[src/design/pced_pkg.sv]
// ----------------------------------------------------------------------------
// pced_pkg
// shared types and constants for the potts copy energy delta block
// ----------------------------------------------------------------------------
package pced_pkg;

  localparam int IdW    = 16;
  localparam int TypeW  = 2;
  localparam int AreaW  = 16;
  localparam int PerimW = 16;
  localparam int AdhW   = 14;
  localparam int CntW   = 5;
  localparam int OutW   = 48;

  localparam logic [AdhW-1:0] ADH_MAX = '1;
  localparam logic [CntW-1:0] CNT_MAX = '1;

  localparam logic OP_HEADER   = 1'b0;
  localparam logic OP_NEIGHBOR = 1'b1;

  localparam int AddrW = 6;
  localparam int DataW = 64;

  localparam logic [2:0] REG_ADH_LO     = 3'd0;
  localparam logic [2:0] REG_ADH_HI     = 3'd1;
  localparam logic [2:0] REG_AREA_W     = 3'd2;
  localparam logic [2:0] REG_AREA_GOAL  = 3'd3;
  localparam logic [2:0] REG_PERIM_W    = 3'd4;
  localparam logic [2:0] REG_PERIM_GOAL = 3'd5;
  localparam logic [2:0] REG_PERIM_ON   = 3'd6;

  typedef struct packed {
    logic [63:0] adh_lo;
    logic [63:0] adh_hi;
    logic [31:0] area_w;
    logic [63:0] area_goal;
    logic [63:0] perim_w;
    logic [63:0] perim_goal;
    logic        perim_on;
  } cfg_t;

  typedef struct packed {
    logic [IdW-1:0]    id;
    logic [TypeW-1:0]  ctype;
    logic [AreaW-1:0]  area;
    logic [PerimW-1:0] perim;
  } cell_t;

  typedef struct packed {
    cell_t           src;
    cell_t           tgt;
    logic [AdhW-1:0] adh_after;
    logic [AdhW-1:0] adh_before;
    logic [CntW-1:0] src_same;
    logic [CntW-1:0] src_diff;
    logic [CntW-1:0] tgt_same;
    logic [CntW-1:0] tgt_diff;
  } job_t;

endpackage

[src/design/pced_front.sv]
// ----------------------------------------------------------------------------
// pced_front
// takes header and neighbor words, holds the cells, accumulates adhesion
// sums and neighbor counts, and posts a finished attempt to the job queue
// ----------------------------------------------------------------------------
module pced_front #(
  parameter int TYPES = 4
) (
  input  logic                         clk,
  input  logic                         rst_n,
  input  logic                         in_valid,
  output logic                         in_ready,
  input  logic                         in_op,
  input  logic [pced_pkg::IdW-1:0]     in_source_id,
  input  logic [pced_pkg::TypeW-1:0]   in_source_type,
  input  logic [pced_pkg::AreaW-1:0]   in_source_area,
  input  logic [pced_pkg::PerimW-1:0]  in_source_perimeter,
  input  logic [pced_pkg::IdW-1:0]     in_target_id,
  input  logic [pced_pkg::TypeW-1:0]   in_target_type,
  input  logic [pced_pkg::AreaW-1:0]   in_target_area,
  input  logic [pced_pkg::PerimW-1:0]  in_target_perimeter,
  input  logic [pced_pkg::IdW-1:0]     in_neighbor_id,
  input  logic [pced_pkg::TypeW-1:0]   in_neighbor_type,
  input  logic                         in_last_neighbor,
  input  logic [63:0]                  adh_lo,
  input  logic [63:0]                  adh_hi,
  input  logic                         q_full,
  output logic                         q_push,
  output pced_pkg::job_t               q_job
);

  pced_pkg::cell_t                src_r, src_nxt;
  pced_pkg::cell_t                tgt_r, tgt_nxt;
  logic [pced_pkg::AdhW-1:0]      before_r, before_nxt, before_sum;
  logic [pced_pkg::AdhW-1:0]      after_r, after_nxt, after_sum;
  logic [pced_pkg::CntW-1:0]      src_same_r, src_same_nxt, src_same_sum;
  logic [pced_pkg::CntW-1:0]      src_diff_r, src_diff_nxt, src_diff_sum;
  logic [pced_pkg::CntW-1:0]      tgt_same_r, tgt_same_nxt, tgt_same_sum;
  logic [pced_pkg::CntW-1:0]      tgt_diff_r, tgt_diff_nxt, tgt_diff_sum;
  logic                           accept;
  logic                           hit_src;
  logic                           hit_tgt;

  function automatic logic [7:0] adh_entry(input logic [127:0] rows,
                                           input logic [1:0] ntype,
                                           input logic [1:0] ctype);
    logic [3:0] k;
    k = 4'(int'(ntype) * TYPES + int'(ctype));
    return rows[8*k +: 8];
  endfunction

  function automatic logic [pced_pkg::AdhW-1:0] sat_add(input logic [pced_pkg::AdhW-1:0] a,
                                                         input logic [7:0] v);
    logic [pced_pkg::AdhW:0] s;
    s = {1'b0, a} + {{(pced_pkg::AdhW-7){1'b0}}, v};
    return s[pced_pkg::AdhW] ? pced_pkg::ADH_MAX : s[pced_pkg::AdhW-1:0];
  endfunction

  function automatic logic [pced_pkg::CntW-1:0] sat_inc(input logic [pced_pkg::CntW-1:0] c,
                                                         input logic en);
    return (en && c != pced_pkg::CNT_MAX) ? c + 1'b1 : c;
  endfunction

  assign in_ready = !q_full;
  assign accept   = in_valid && in_ready;
  assign hit_src  = in_neighbor_id == src_r.id;
  assign hit_tgt  = in_neighbor_id == tgt_r.id;

  always_comb begin
    before_sum   = hit_tgt ? before_r
                 : sat_add(before_r, adh_entry({adh_hi, adh_lo}, in_neighbor_type, tgt_r.ctype));
    after_sum    = hit_src ? after_r
                 : sat_add(after_r, adh_entry({adh_hi, adh_lo}, in_neighbor_type, src_r.ctype));
    src_same_sum = sat_inc(src_same_r, hit_src);
    src_diff_sum = sat_inc(src_diff_r, !hit_src);
    tgt_same_sum = sat_inc(tgt_same_r, hit_tgt);
    tgt_diff_sum = sat_inc(tgt_diff_r, !hit_tgt);
  end

  always_comb begin
    src_nxt      = src_r;
    tgt_nxt      = tgt_r;
    before_nxt   = before_r;
    after_nxt    = after_r;
    src_same_nxt = src_same_r;
    src_diff_nxt = src_diff_r;
    tgt_same_nxt = tgt_same_r;
    tgt_diff_nxt = tgt_diff_r;
    q_push       = 1'b0;
    if (accept) begin
      unique case (in_op)
        pced_pkg::OP_HEADER: begin
          src_nxt      = '{in_source_id, in_source_type, in_source_area, in_source_perimeter};
          tgt_nxt      = '{in_target_id, in_target_type, in_target_area, in_target_perimeter};
          before_nxt   = '0;
          after_nxt    = '0;
          src_same_nxt = '0;
          src_diff_nxt = '0;
          tgt_same_nxt = '0;
          tgt_diff_nxt = '0;
        end
        pced_pkg::OP_NEIGHBOR: begin
          if (in_last_neighbor) begin
            q_push       = 1'b1;
            before_nxt   = '0;
            after_nxt    = '0;
            src_same_nxt = '0;
            src_diff_nxt = '0;
            tgt_same_nxt = '0;
            tgt_diff_nxt = '0;
          end else begin
            before_nxt   = before_sum;
            after_nxt    = after_sum;
            src_same_nxt = src_same_sum;
            src_diff_nxt = src_diff_sum;
            tgt_same_nxt = tgt_same_sum;
            tgt_diff_nxt = tgt_diff_sum;
          end
        end
        default: ;
      endcase
    end
  end

  assign q_job = '{src_r, tgt_r, after_sum, before_sum,
                   src_same_sum, src_diff_sum, tgt_same_sum, tgt_diff_sum};

  always_ff @(posedge clk) begin
    if (!rst_n) begin
      src_r      <= '0;
      tgt_r      <= '0;
      before_r   <= '0;
      after_r    <= '0;
      src_same_r <= '0;
      src_diff_r <= '0;
      tgt_same_r <= '0;
      tgt_diff_r <= '0;
    end else begin
      src_r      <= src_nxt;
      tgt_r      <= tgt_nxt;
      before_r   <= before_nxt;
      after_r    <= after_nxt;
      src_same_r <= src_same_nxt;
      src_diff_r <= src_diff_nxt;
      tgt_same_r <= tgt_same_nxt;
      tgt_diff_r <= tgt_diff_nxt;
    end
  end

endmodule

[src/design/pced_queue.sv]
// ----------------------------------------------------------------------------
// pced_queue
// two-entry job queue between the front and the back
// ----------------------------------------------------------------------------
module pced_queue (
  input  logic            clk,
  input  logic            rst_n,
  input  logic            push,
  input  pced_pkg::job_t  wr_job,
  input  logic            pop,
  output pced_pkg::job_t  rd_job,
  output logic            full,
  output logic            empty
);

  pced_pkg::job_t  mem_r [2];
  logic            wr_ptr_r, wr_ptr_nxt;
  logic            rd_ptr_r, rd_ptr_nxt;
  logic [1:0]      cnt_r, cnt_nxt;
  logic            do_push;
  logic            do_pop;

  assign full    = cnt_r == 2'd2;
  assign empty   = cnt_r == 2'd0;
  assign do_push = push && !full;
  assign do_pop  = pop && !empty;
  assign rd_job  = mem_r[rd_ptr_r];

  always_comb begin
    wr_ptr_nxt = do_push ? !wr_ptr_r : wr_ptr_r;
    rd_ptr_nxt = do_pop ? !rd_ptr_r : rd_ptr_r;
    cnt_nxt    = cnt_r + {1'b0, do_push} - {1'b0, do_pop};
  end

  always_ff @(posedge clk) begin
    if (do_push) begin
      mem_r[wr_ptr_r] <= wr_job;
    end
  end

  always_ff @(posedge clk) begin
    if (!rst_n) begin
      wr_ptr_r <= 1'b0;
      rd_ptr_r <= 1'b0;
      cnt_r    <= 2'd0;
    end else begin
      wr_ptr_r <= wr_ptr_nxt;
      rd_ptr_r <= rd_ptr_nxt;
      cnt_r    <= cnt_nxt;
    end
  end

endmodule

[src/design/pced_back.sv]
// ----------------------------------------------------------------------------
// pced_back
// sequences the area and perimeter quadratic terms through one shared
// multiplier pair and holds the result word for the output channel
// ----------------------------------------------------------------------------
module pced_back (
  input  logic                           clk,
  input  logic                           rst_n,
  input  pced_pkg::cfg_t                 cfg,
  input  pced_pkg::job_t                 q_job,
  input  logic                           q_empty,
  output logic                           q_pop,
  output logic                           out_valid,
  input  logic                           out_ready,
  output logic signed [pced_pkg::OutW-1:0] out_energy_delta
);

  localparam logic [1:0] ST_IDLE = 2'd0;
  localparam logic [1:0] ST_PROD = 2'd1;
  localparam logic [1:0] ST_ACC  = 2'd2;
  localparam logic [1:0] ST_FIN  = 2'd3;

  localparam logic [1:0] K_SRC_AREA  = 2'd0;
  localparam logic [1:0] K_TGT_AREA  = 2'd1;
  localparam logic [1:0] K_SRC_PERIM = 2'd2;
  localparam logic [1:0] K_TGT_PERIM = 2'd3;

  logic [1:0]                       state_r, state_nxt;
  logic [1:0]                       k_r, k_nxt;
  pced_pkg::job_t                   job_r, job_nxt;
  logic signed [pced_pkg::OutW-1:0] acc_r, acc_nxt;
  logic signed [24:0]               prod_r, prod_nxt;
  logic                             out_valid_r, out_valid_nxt;
  logic signed [pced_pkg::OutW-1:0] out_r, out_nxt;

  logic [15:0]        old_v;
  logic [15:0]        goal_v;
  logic signed [16:0] lam;
  logic signed [5:0]  d;
  logic               en;
  logic               is_area;
  logic signed [16:0] e;
  logic signed [17:0] e2;
  logic signed [18:0] lin;
  logic signed [41:0] q;
  logic signed [pced_pkg::OutW-1:0] term;
  logic signed [14:0] adh_diff;
  logic               out_free;

  always_comb begin
    unique case (k_r)
      K_SRC_AREA: begin
        old_v   = job_r.src.area;
        goal_v  = cfg.area_goal[16*job_r.src.ctype +: 16];
        lam     = $signed({9'b0, cfg.area_w[8*job_r.src.ctype +: 8]});
        d       = 6'sd1;
        en      = job_r.src.id != '0;
        is_area = 1'b1;
      end
      K_TGT_AREA: begin
        old_v   = job_r.tgt.area;
        goal_v  = cfg.area_goal[16*job_r.tgt.ctype +: 16];
        lam     = $signed({9'b0, cfg.area_w[8*job_r.tgt.ctype +: 8]});
        d       = -6'sd1;
        en      = job_r.tgt.id != '0;
        is_area = 1'b1;
      end
      K_SRC_PERIM: begin
        old_v   = job_r.src.perim;
        goal_v  = cfg.perim_goal[16*job_r.src.ctype +: 16];
        lam     = $signed({1'b0, cfg.perim_w[16*job_r.src.ctype +: 16]});
        d       = $signed({1'b0, job_r.src_diff}) - $signed({1'b0, job_r.src_same});
        en      = cfg.perim_on && job_r.src.id != '0;
        is_area = 1'b0;
      end
      K_TGT_PERIM: begin
        old_v   = job_r.tgt.perim;
        goal_v  = cfg.perim_goal[16*job_r.tgt.ctype +: 16];
        lam     = $signed({1'b0, cfg.perim_w[16*job_r.tgt.ctype +: 16]});
        d       = $signed({1'b0, job_r.tgt_same}) - $signed({1'b0, job_r.tgt_diff});
        en      = cfg.perim_on && job_r.tgt.id != '0;
        is_area = 1'b0;
      end
      default: begin
        old_v   = '0;
        goal_v  = '0;
        lam     = '0;
        d       = '0;
        en      = 1'b0;
        is_area = 1'b0;
      end
    endcase
  end

  // lambda * d * (2 * (old - goal) + d)
  assign e        = $signed({1'b0, old_v}) - $signed({1'b0, goal_v});
  assign e2       = {e, 1'b0};
  assign lin      = 19'(e2) + 19'(d);
  assign q        = lam * prod_r;
  assign term     = is_area ? (pced_pkg::OutW'(q) <<< 8) : pced_pkg::OutW'(q);
  assign adh_diff = $signed({1'b0, q_job.adh_after}) - $signed({1'b0, q_job.adh_before});
  assign out_free = !out_valid_r || out_ready;

  always_comb begin
    state_nxt     = state_r;
    k_nxt         = k_r;
    job_nxt       = job_r;
    acc_nxt       = acc_r;
    prod_nxt      = prod_r;
    out_nxt       = out_r;
    out_valid_nxt = out_valid_r && !out_ready;
    q_pop         = 1'b0;
    unique case (state_r)
      ST_IDLE: begin
        if (!q_empty) begin
          q_pop     = 1'b1;
          job_nxt   = q_job;
          acc_nxt   = pced_pkg::OutW'(adh_diff) <<< 8;
          k_nxt     = K_SRC_AREA;
          state_nxt = ST_PROD;
        end
      end
      ST_PROD: begin
        prod_nxt  = d * lin;
        state_nxt = ST_ACC;
      end
      ST_ACC: begin
        if (en) begin
          acc_nxt = acc_r + term;
        end
        if (k_r == K_TGT_PERIM) begin
          state_nxt = ST_FIN;
        end else begin
          k_nxt     = k_r + 2'd1;
          state_nxt = ST_PROD;
        end
      end
      ST_FIN: begin
        if (out_free) begin
          out_nxt       = acc_r;
          out_valid_nxt = 1'b1;
          state_nxt     = ST_IDLE;
        end
      end
      default: state_nxt = ST_IDLE;
    endcase
  end

  assign out_valid        = out_valid_r;
  assign out_energy_delta = out_r;

  always_ff @(posedge clk) begin
    job_r  <= job_nxt;
    acc_r  <= acc_nxt;
    prod_r <= prod_nxt;
    out_r  <= out_nxt;
    k_r    <= k_nxt;
  end

  always_ff @(posedge clk) begin
    if (!rst_n) begin
      state_r     <= ST_IDLE;
      out_valid_r <= 1'b0;
    end else begin
      state_r     <= state_nxt;
      out_valid_r <= out_valid_nxt;
    end
  end

endmodule

[src/design/potts_copy_energy_delta.sv]
// ----------------------------------------------------------------------------
// potts_copy_energy_delta
// energy change of one cellular potts copy attempt: adhesion, area and
// perimeter terms, with an apb register file for the energy parameters
// ----------------------------------------------------------------------------
// throughput: one header or neighbor word per cycle at the input while the job queue is not full
// the back sequencer takes one attempt at a time: a load step, 4 terms of 2 steps each
// (product, accumulate) and a finish step; a two-entry queue absorbs short bursts
// the result word is held in an output register until the receiver takes it
// reset: synchronous active low, clears registers, held cells and sums
// ----------------------------------------------------------------------------
module potts_copy_energy_delta #(
  parameter int TYPES = 4
) (
  input  logic                            clk,
  input  logic                            rst_n,
  input  logic                            psel,
  input  logic                            penable,
  input  logic                            pwrite,
  input  logic [pced_pkg::AddrW-1:0]      paddr,
  input  logic [pced_pkg::DataW-1:0]      pwdata,
  output logic [pced_pkg::DataW-1:0]      prdata,
  output logic                            pready,
  input  logic                            in_valid,
  output logic                            in_ready,
  input  logic                            in_op,
  input  logic [pced_pkg::IdW-1:0]        in_source_id,
  input  logic [pced_pkg::TypeW-1:0]      in_source_type,
  input  logic [pced_pkg::AreaW-1:0]      in_source_area,
  input  logic [pced_pkg::PerimW-1:0]     in_source_perimeter,
  input  logic [pced_pkg::IdW-1:0]        in_target_id,
  input  logic [pced_pkg::TypeW-1:0]      in_target_type,
  input  logic [pced_pkg::AreaW-1:0]      in_target_area,
  input  logic [pced_pkg::PerimW-1:0]     in_target_perimeter,
  input  logic [pced_pkg::IdW-1:0]        in_neighbor_id,
  input  logic [pced_pkg::TypeW-1:0]      in_neighbor_type,
  input  logic                            in_last_neighbor,
  output logic                            out_valid,
  input  logic                            out_ready,
  output logic signed [pced_pkg::OutW-1:0] out_energy_delta
);

  pced_pkg::cfg_t  cfg_r, cfg_nxt;
  logic [2:0]      reg_idx;
  logic            wr_en;
  logic            q_push;
  logic            q_full;
  pced_pkg::job_t  wr_job;
  pced_pkg::job_t  rd_job;
  logic            q_pop;
  logic            q_empty;

  assign pready  = 1'b1;
  assign reg_idx = paddr[pced_pkg::AddrW-1:3];
  assign wr_en   = psel && penable && pwrite && pready;

  always_comb begin
    cfg_nxt = cfg_r;
    if (wr_en) begin
      unique case (reg_idx)
        pced_pkg::REG_ADH_LO:     cfg_nxt.adh_lo     = pwdata;
        pced_pkg::REG_ADH_HI:     cfg_nxt.adh_hi     = pwdata;
        pced_pkg::REG_AREA_W:     cfg_nxt.area_w     = pwdata[31:0];
        pced_pkg::REG_AREA_GOAL:  cfg_nxt.area_goal  = pwdata;
        pced_pkg::REG_PERIM_W:    cfg_nxt.perim_w    = pwdata;
        pced_pkg::REG_PERIM_GOAL: cfg_nxt.perim_goal = pwdata;
        pced_pkg::REG_PERIM_ON:   cfg_nxt.perim_on   = pwdata[0];
        default: ;
      endcase
    end
  end

  always_comb begin
    unique case (reg_idx)
      pced_pkg::REG_ADH_LO:     prdata = cfg_r.adh_lo;
      pced_pkg::REG_ADH_HI:     prdata = cfg_r.adh_hi;
      pced_pkg::REG_AREA_W:     prdata = {32'b0, cfg_r.area_w};
      pced_pkg::REG_AREA_GOAL:  prdata = cfg_r.area_goal;
      pced_pkg::REG_PERIM_W:    prdata = cfg_r.perim_w;
      pced_pkg::REG_PERIM_GOAL: prdata = cfg_r.perim_goal;
      pced_pkg::REG_PERIM_ON:   prdata = {63'b0, cfg_r.perim_on};
      default:                  prdata = '0;
    endcase
  end

  always_ff @(posedge clk) begin
    if (!rst_n) begin
      cfg_r <= '0;
    end else begin
      cfg_r <= cfg_nxt;
    end
  end

  pced_front #(
    .TYPES(TYPES)
  ) u_front (
    .clk                (clk),
    .rst_n              (rst_n),
    .in_valid           (in_valid),
    .in_ready           (in_ready),
    .in_op              (in_op),
    .in_source_id       (in_source_id),
    .in_source_type     (in_source_type),
    .in_source_area     (in_source_area),
    .in_source_perimeter(in_source_perimeter),
    .in_target_id       (in_target_id),
    .in_target_type     (in_target_type),
    .in_target_area     (in_target_area),
    .in_target_perimeter(in_target_perimeter),
    .in_neighbor_id     (in_neighbor_id),
    .in_neighbor_type   (in_neighbor_type),
    .in_last_neighbor   (in_last_neighbor),
    .adh_lo             (cfg_r.adh_lo),
    .adh_hi             (cfg_r.adh_hi),
    .q_full             (q_full),
    .q_push             (q_push),
    .q_job              (wr_job)
  );

  pced_queue u_queue (
    .clk   (clk),
    .rst_n (rst_n),
    .push  (q_push),
    .wr_job(wr_job),
    .pop   (q_pop),
    .rd_job(rd_job),
    .full  (q_full),
    .empty (q_empty)
  );

  pced_back u_back (
    .clk             (clk),
    .rst_n           (rst_n),
    .cfg             (cfg_r),
    .q_job           (rd_job),
    .q_empty         (q_empty),
    .q_pop           (q_pop),
    .out_valid       (out_valid),
    .out_ready       (out_ready),
    .out_energy_delta(out_energy_delta)
  );

endmodule

[config.mk]
export PLATFORM = sky130hd
export DESIGN_NAME = potts_copy_energy_delta
export DESIGN_NICKNAME = d
export VERILOG_FILES = /design/src/design/pced_pkg.sv /design/src/design/pced_front.sv /design/src/design/pced_queue.sv /design/src/design/pced_back.sv /design/src/design/potts_copy_energy_delta.sv
export SDC_FILE = /design/constraint.sdc
export NUM_CORES = 2
export LEC_CHECK = 0
export BUFFER_PORTS_ARGS = -buffer_cell sky130_fd_sc_hd__buf_2
export CAP_MARGIN = 20
export CORE_MARGIN = 5
export CORE_UTILIZATION = 45
export DETAILED_ROUTE_END_ITERATION = 8
export GPL_TIMING_DRIVEN = 1
export SLEW_MARGIN = 10
export SYNTH_ARGS = -nofsm -noshare
export SYNTH_HDL_FRONTEND = slang
export SYNTH_SLANG_ARGS = --single-unit
[constraint.sdc]
create_clock -name clk -period 13.44 [get_ports clk]
set_clock_uncertainty 0.05 [all_clocks]
set_input_delay 2.688 -clock clk [delete_from_list [all_inputs] [get_ports clk]]
set_output_delay 2.688 -clock clk [all_outputs]
set_load 0.05 [all_outputs]
* Yosys cells after proc, flatten, opt, wreduce, memory -nomap -nowiden
Memory sizes are Yosys's and may differ from the RTL's. A register that Yosys moved wholly into a read port is not among the register bits. Cells that the tools add are included.
Storage, ports and cells: flip-flop bits (word level) 751, RAM bits 296, input port bits 197, output and inout bits 115, memories 1
Memories:
- u_queue.mem_r | depth 2, width 148, rd ports 1, clocked after memory_dff 1, write ports 1, line pced_queue.sv:16 | pced_pkg::job_t mem_r [2];
Cells by class: $add $sub $neg 17, multiply operators 2, equality and inequality tests 23, shift-type cells 10, multiplexer cells 49, bitwise logic cells 2, reduce and logical (&&, ||, !) cells 43
Operator list (count):
- $pmux 64 s7 | 1
- $shiftx 64x7->16 | 6
- $shiftx 128x8->8 | 2
- $mux 48 | 3
- $pmux 16 s4 | 2
- $pmux 48 s2 | 1
- $mux 14 | 6
- $pmux 17 s4 | 1
- $shiftx 32x6->8 | 2
- $pmux 14 s2 | 2
- $add 48x48->48 | 1
- $mul 17x25->42 | 1
- $mux 5 | 8
- $pmux 5 s2 | 4
- $eq 16x16->1 | 2
- $reduce_bool 16->1 | 2
- $add 14x8->15 | 2
- $mul 6x19->25 | 1
- $pmux 6 s4 | 1
- $reduce_and 2->1 | 11
- $add 5x1->5 const B | 4
- $ne 5x5->1 const B | 4
- $add 18x6->19 | 1
- $sub 16x16->17 | 1
- 28 further kinds | 77

* Logic depth before layout (Yosys ltp)
depth after elaboration 7, mapped depth 45

* Modules after synthesis
A second synthesis with hierarchy kept.
Second synthesis, totals: cells, all modules 6506, area, all modules 69630.5 um2
Modules (own cells, without submodules):
- pced_back | instances 1, cells an instance 3391, area each 33323.2 um2, sequential area each 7357.1 um2
- potts_copy_energy_delta | instances 1, cells an instance 1564, area each 15677.5 um2, sequential area each 7066.8 um2
- pced_queue | instances 1, cells an instance 487, area each 10949.3 um2, sequential area each 8988.6 um2
- pced_front | instances 1, cells an instance 1064, area each 9680.5 um2, sequential area each 2962.8 um2

* Least setup slack after synthesis
No wires, ideal clock.
path kind register to register, start reg u_back.state_r[0], end reg u_back.acc_r[0] (netlist bit), enable pin, library setup time 0.463 ns, arrival time 10.735 ns, setup slack 2.191 ns, cell stages (with the launch flop) 4, path buffers 1, path through dfxtp_1 > clkbuf_1 > nor3_1 > o21bai_1
Between the ends: word-level cells in the longest chain between the ends 3
RTL lines:
- start: declaration | line pced_back.sv:28 | logic [1:0] state_r, state_nxt;
- start signal: assignment | line pced_back.sv:165 | state_r <= state_nxt;
- $eq 2x2->1 / $logic_not 2->1 (equally long branches) | line pced_back.sv:113 | unique case (state_r)
- $ne 2x1->1 (no line) (tied with other cells)
- $reduce_and 3->1 (no line) (*)
- end signal: assignment | line pced_back.sv:154 | acc_r <= acc_nxt;
- end: declaration | line pced_back.sv:31 | logic signed [pced_pkg::OutW-1:0] acc_r, acc_nxt;
Every way passes the cells marked *; elsewhere a longest branch is shown, timed or not. A chain may end at the register's enable or synchronous reset.

* Worst setup path after layout
start reg u_back.k_r[1], end reg u_back.acc_r[47] (netlist bit) (data pin)
Between the ends: word-level cells in the longest chain between the ends 7
RTL lines:
- start: declaration | line pced_back.sv:29 | logic [1:0] k_r, k_nxt;
- start signal: assignment | line pced_back.sv:157 | k_r <= k_nxt;
- $eq 2x2->1 (tied with other cells) | line pced_back.sv:51 | unique case (k_r)
- $pmux 17 s4 / $reduce_or 2->1 (equally long branches)
- $mul 17x25->42 / $pmux 1 s2 (equally long branches) | line pced_back.sv:99, pced_back.sv:51
- $mux 48 (*) | line pced_back.sv:100 | assign term = is_area ? (pced_pkg::OutW'(q) <<< 8) : pced_pkg::OutW'(q);
- $add 48x48->48 (*) | line pced_back.sv:129 | acc_nxt = acc_r + term;
- $mux 48 (*) | line pced_back.sv:128 | if (en) begin
- $pmux 48 s2 (*) | line pced_back.sv:113
- named net u_back.acc_nxt (one bit) | line pced_back.sv:31
Mark *: on every way through the listed nets, which the timed path passes. The rest lies on a longest branch. The select of a mux whose other input is x is not followed.

==> impl_metrics.json <==
{
  "ys.flop_type": "edfxtp_1",
  "clock_sinks": 1048,
  "cts_hold_buf": 0,
  "worstPathRequired_ps": 13870,
  "period_needed_ps": 12610,
  "min_to": "u_queue.mem_r[1][65]",
  "cp_max_fo": 16,
  "grt_antenna_before_repair": 38,
  "grt_max_degree": 111,
  "ys_warn_count": 0,
  "num_vias": 51000,
  "critical_path.most_common_cell": "fa_1",
  "maxSlewViolCount": 0,
  "post_cts_buffers": 0,
  "worstHoldStart": "u_front.q_job[65]",
  "grt_pass1_wl_um": 310000,
  "via_per_inst": 5.68,
  "rsz0062_at_grt": "no",
  "clock_latency_ps": 760,
  "drc": 0,
  "ys_seq_elements": 1048,
  "slowest_delay_ps": 880,
  "routed_wl_um": 203000,
  "postCtsResizedCells": 0,
  "cts_tree": "yes",
  "post-dp-hpwl_um": 144000,
  "place.gp.congestion": 0.889,
  "rr_startpoint": "u_back.k_r[1]",
  "track_usage_pct": 25.4,
  "r2r-end": "u_back.acc_r[47]",
  "cts_root_buf": "clkbuf_16",
  "fmax_ghz": 0.0793,
  "syn_nets": 7680,
  "first_global_vias": 50800,
  "hp-class": "reg2reg",
  "worstMarginPinSlew_ps": 1120,
  "drive_above_1_share_pct": 13.9,
  "synth_area_per_cell_um2": 10.1,
  "h-tree-depth": 3,
  "start_util_pct": 45.2,
  "cts.path.max_buffers": 3,
  "synth_cells": 6719,
  "synthArstFlopShare_pct": 0,
  "preCtsSetupSlack_ps": 1030,
  "drt_iter0_drc": 4449,
  "synth.distinct_cells": 79,
  "rrSetupSlack_ps": 830,
  "die_area_um2": 158000,
  "status": "complete, no violations",
  "yosysSeqAreaShare_pct": 39.0,
  "utilization_pct": 50.2,
  "slew_headroom_pct": 25.0,
  "multi_input_area_um2": 37600,
  "period_share_pct": 93.8,
  "io_buffers": 307,
  "seqCellArea_um2": 26400,
  "worst-setup-path-type": "reg2reg",
  "first_pass_iters": 6,
  "setup-violations-final": 0,
  "die_height_um": 398,
  "fin_nets": 7814,
  "layout_commonest_cell": "nand2_1",
  "hold_depth": 0,
  "fin_ws_ps": 829,
  "endpoint_kind": "register",
  "io_pins": 312,
  "syn_area_um2": 67700,
  "antenna_left": 0,
  "synth_edf_count": 539,
  "rr_worst_depth": 40,
  "nFillCells": 13700,
  "avgRoutedWirePerCell_um": 22.6,
  "drv_cap": 0,
  "hold_viol_final": 0,
  "clk_pin_slew_ps": 60,
  "cpMaxStageDelayCell": "mux2i_4",
  "num_rows": 142,
  "final_cell_mix": "1375 x nand2_1, 654 x inv_1, 539 x edfxtp_1",
  "syn_to_final_growth_pct": 11.0,
  "core_area_um2": 150000,
  "crit_arrival_ps": 13040,
  "worst_setup_path_start_kind": "register",
  "grt-ovfl-total": 0,
  "numCtsBuffers": 112,
  "fp.dieW_um": 398,
  "tns_ps": 0
}
-- Yosys cell counts (all sizes together) (59+ instances only) --
master	instances	area share [%]
a21boi	146	1.6
a21o	75	0.83
a21oi	494	3.7
a22oi	179	2.0
and3	102	0.95
buf	59	0.37
clkbuf	324	1.8
dfxtp	509	15
edfxtp	539	24
fa	478	14
ha	286	5.3
inv	655	3.6
mux2	181	3.0
mux4	140	4.7
nand2	1382	7.7
nand3	62	0.46
nor2	173	0.96
nor2b	99	0.91
o21ai	139	1.0
xnor2	111	1.4
xor2	86	1.1
-- cell families after synthesis --
group / Yosys count / share of synthesized area, %
multiplexers: 371 / 8.41
adder cells (fa/ha/maj): 764 / 19.4
buffers and inverters: 1038 / 5.80
XOR/XNOR: 197 / 2.55
AO/OA/AOI/OAI: 1263 / 11.9
flip-flops: 1048 / 39.0
other: 1 / 0.00554
AND/OR/NAND/NOR: 2037 / 13.0
-- state kept, by name (all words and copies together), names as in the netlist, 2 cells and up, named ones only --
signal and cells:
cfg_r 353, u_back.acc_r 48, u_back.job_r 120, u_back.k_r 2, u_back.out_energy_delta 48, u_back.prod_r 25, u_back.state_r 2, u_front.after_r 14
u_front.before_r 14, u_front.q_job 100, u_front.src_diff_r 5, u_front.src_same_r 5, u_front.tgt_diff_r 5, u_front.tgt_same_r 5, u_queue.cnt_r 2, u_queue.mem_r 296
-- worst max-delay path by stage --
stage / startpoint / endpoint / slack (ps) / cells after the start
finish: u_back.k_r[1] / u_back.acc_r[47] / 830 / 40
global route: u_back.k_r[1] / u_back.acc_r[47] / 330 / 40
CTS: u_back.k_r[1] / u_back.acc_r[47] / 1050 / 40
detailed placement: u_back.k_r[1] / u_back.acc_r[47] / 1030 / 40
global placement: u_back.k_r[1] / u_back.acc_r[47] / 1210 / 40
floorplan: u_back.state_r[0] / u_back.acc_r[0] / 2190 / 3
-- worst max-delay path: cells and delay by family, from the launching register on --
family	cells	cell delay (ps)
adder cells (fa/ha/maj)	9	4100
AND/OR/NAND/NOR	14	2610
AO/OA/AOI/OAI	7	2090
multiplexers	3	1900
buffers and inverters	7	1080
flip-flops	1	500
-- metrics by stage --
stage,instance area (um^2),std cells,hold slack (ps)
final,75200,8987,399
after global routing,75200,8975,393
after CTS,75100,8964,383
after detailed placement,71300,8753,386
after global placement,71300,8750,379
after floorplan,67700,6719,374
-- final cells by class --
class                           count  area share [%]
Clock inverter                     59           0.932
Clock buffer                      152            4.10
Timing Repair Buffer              403            3.10
Multi-Input combinational cell   4633            50.1
Tap cell                         2016            3.35
Inverter                          655            3.28
Antenna cell                       21          0.0699
Sequential cell                  1048            35.1
-- per-layer routing --
metal  up-vias  wire length, um  part of all wire [%]  global-route usage [%]
li1      23200                -                     -                       -
met1     25400            83900                    41                    33.9
met5         -              103                 0.051                       0
met2      2050            93200                    46                    40.5
met3       434            16500                   8.1                    4.71
met4        16             9530                   4.7                    11.0
Power is left out: the tool's default activity adds up to more than one toggle a clock period on the data nets, which glitch-free logic cannot reach.
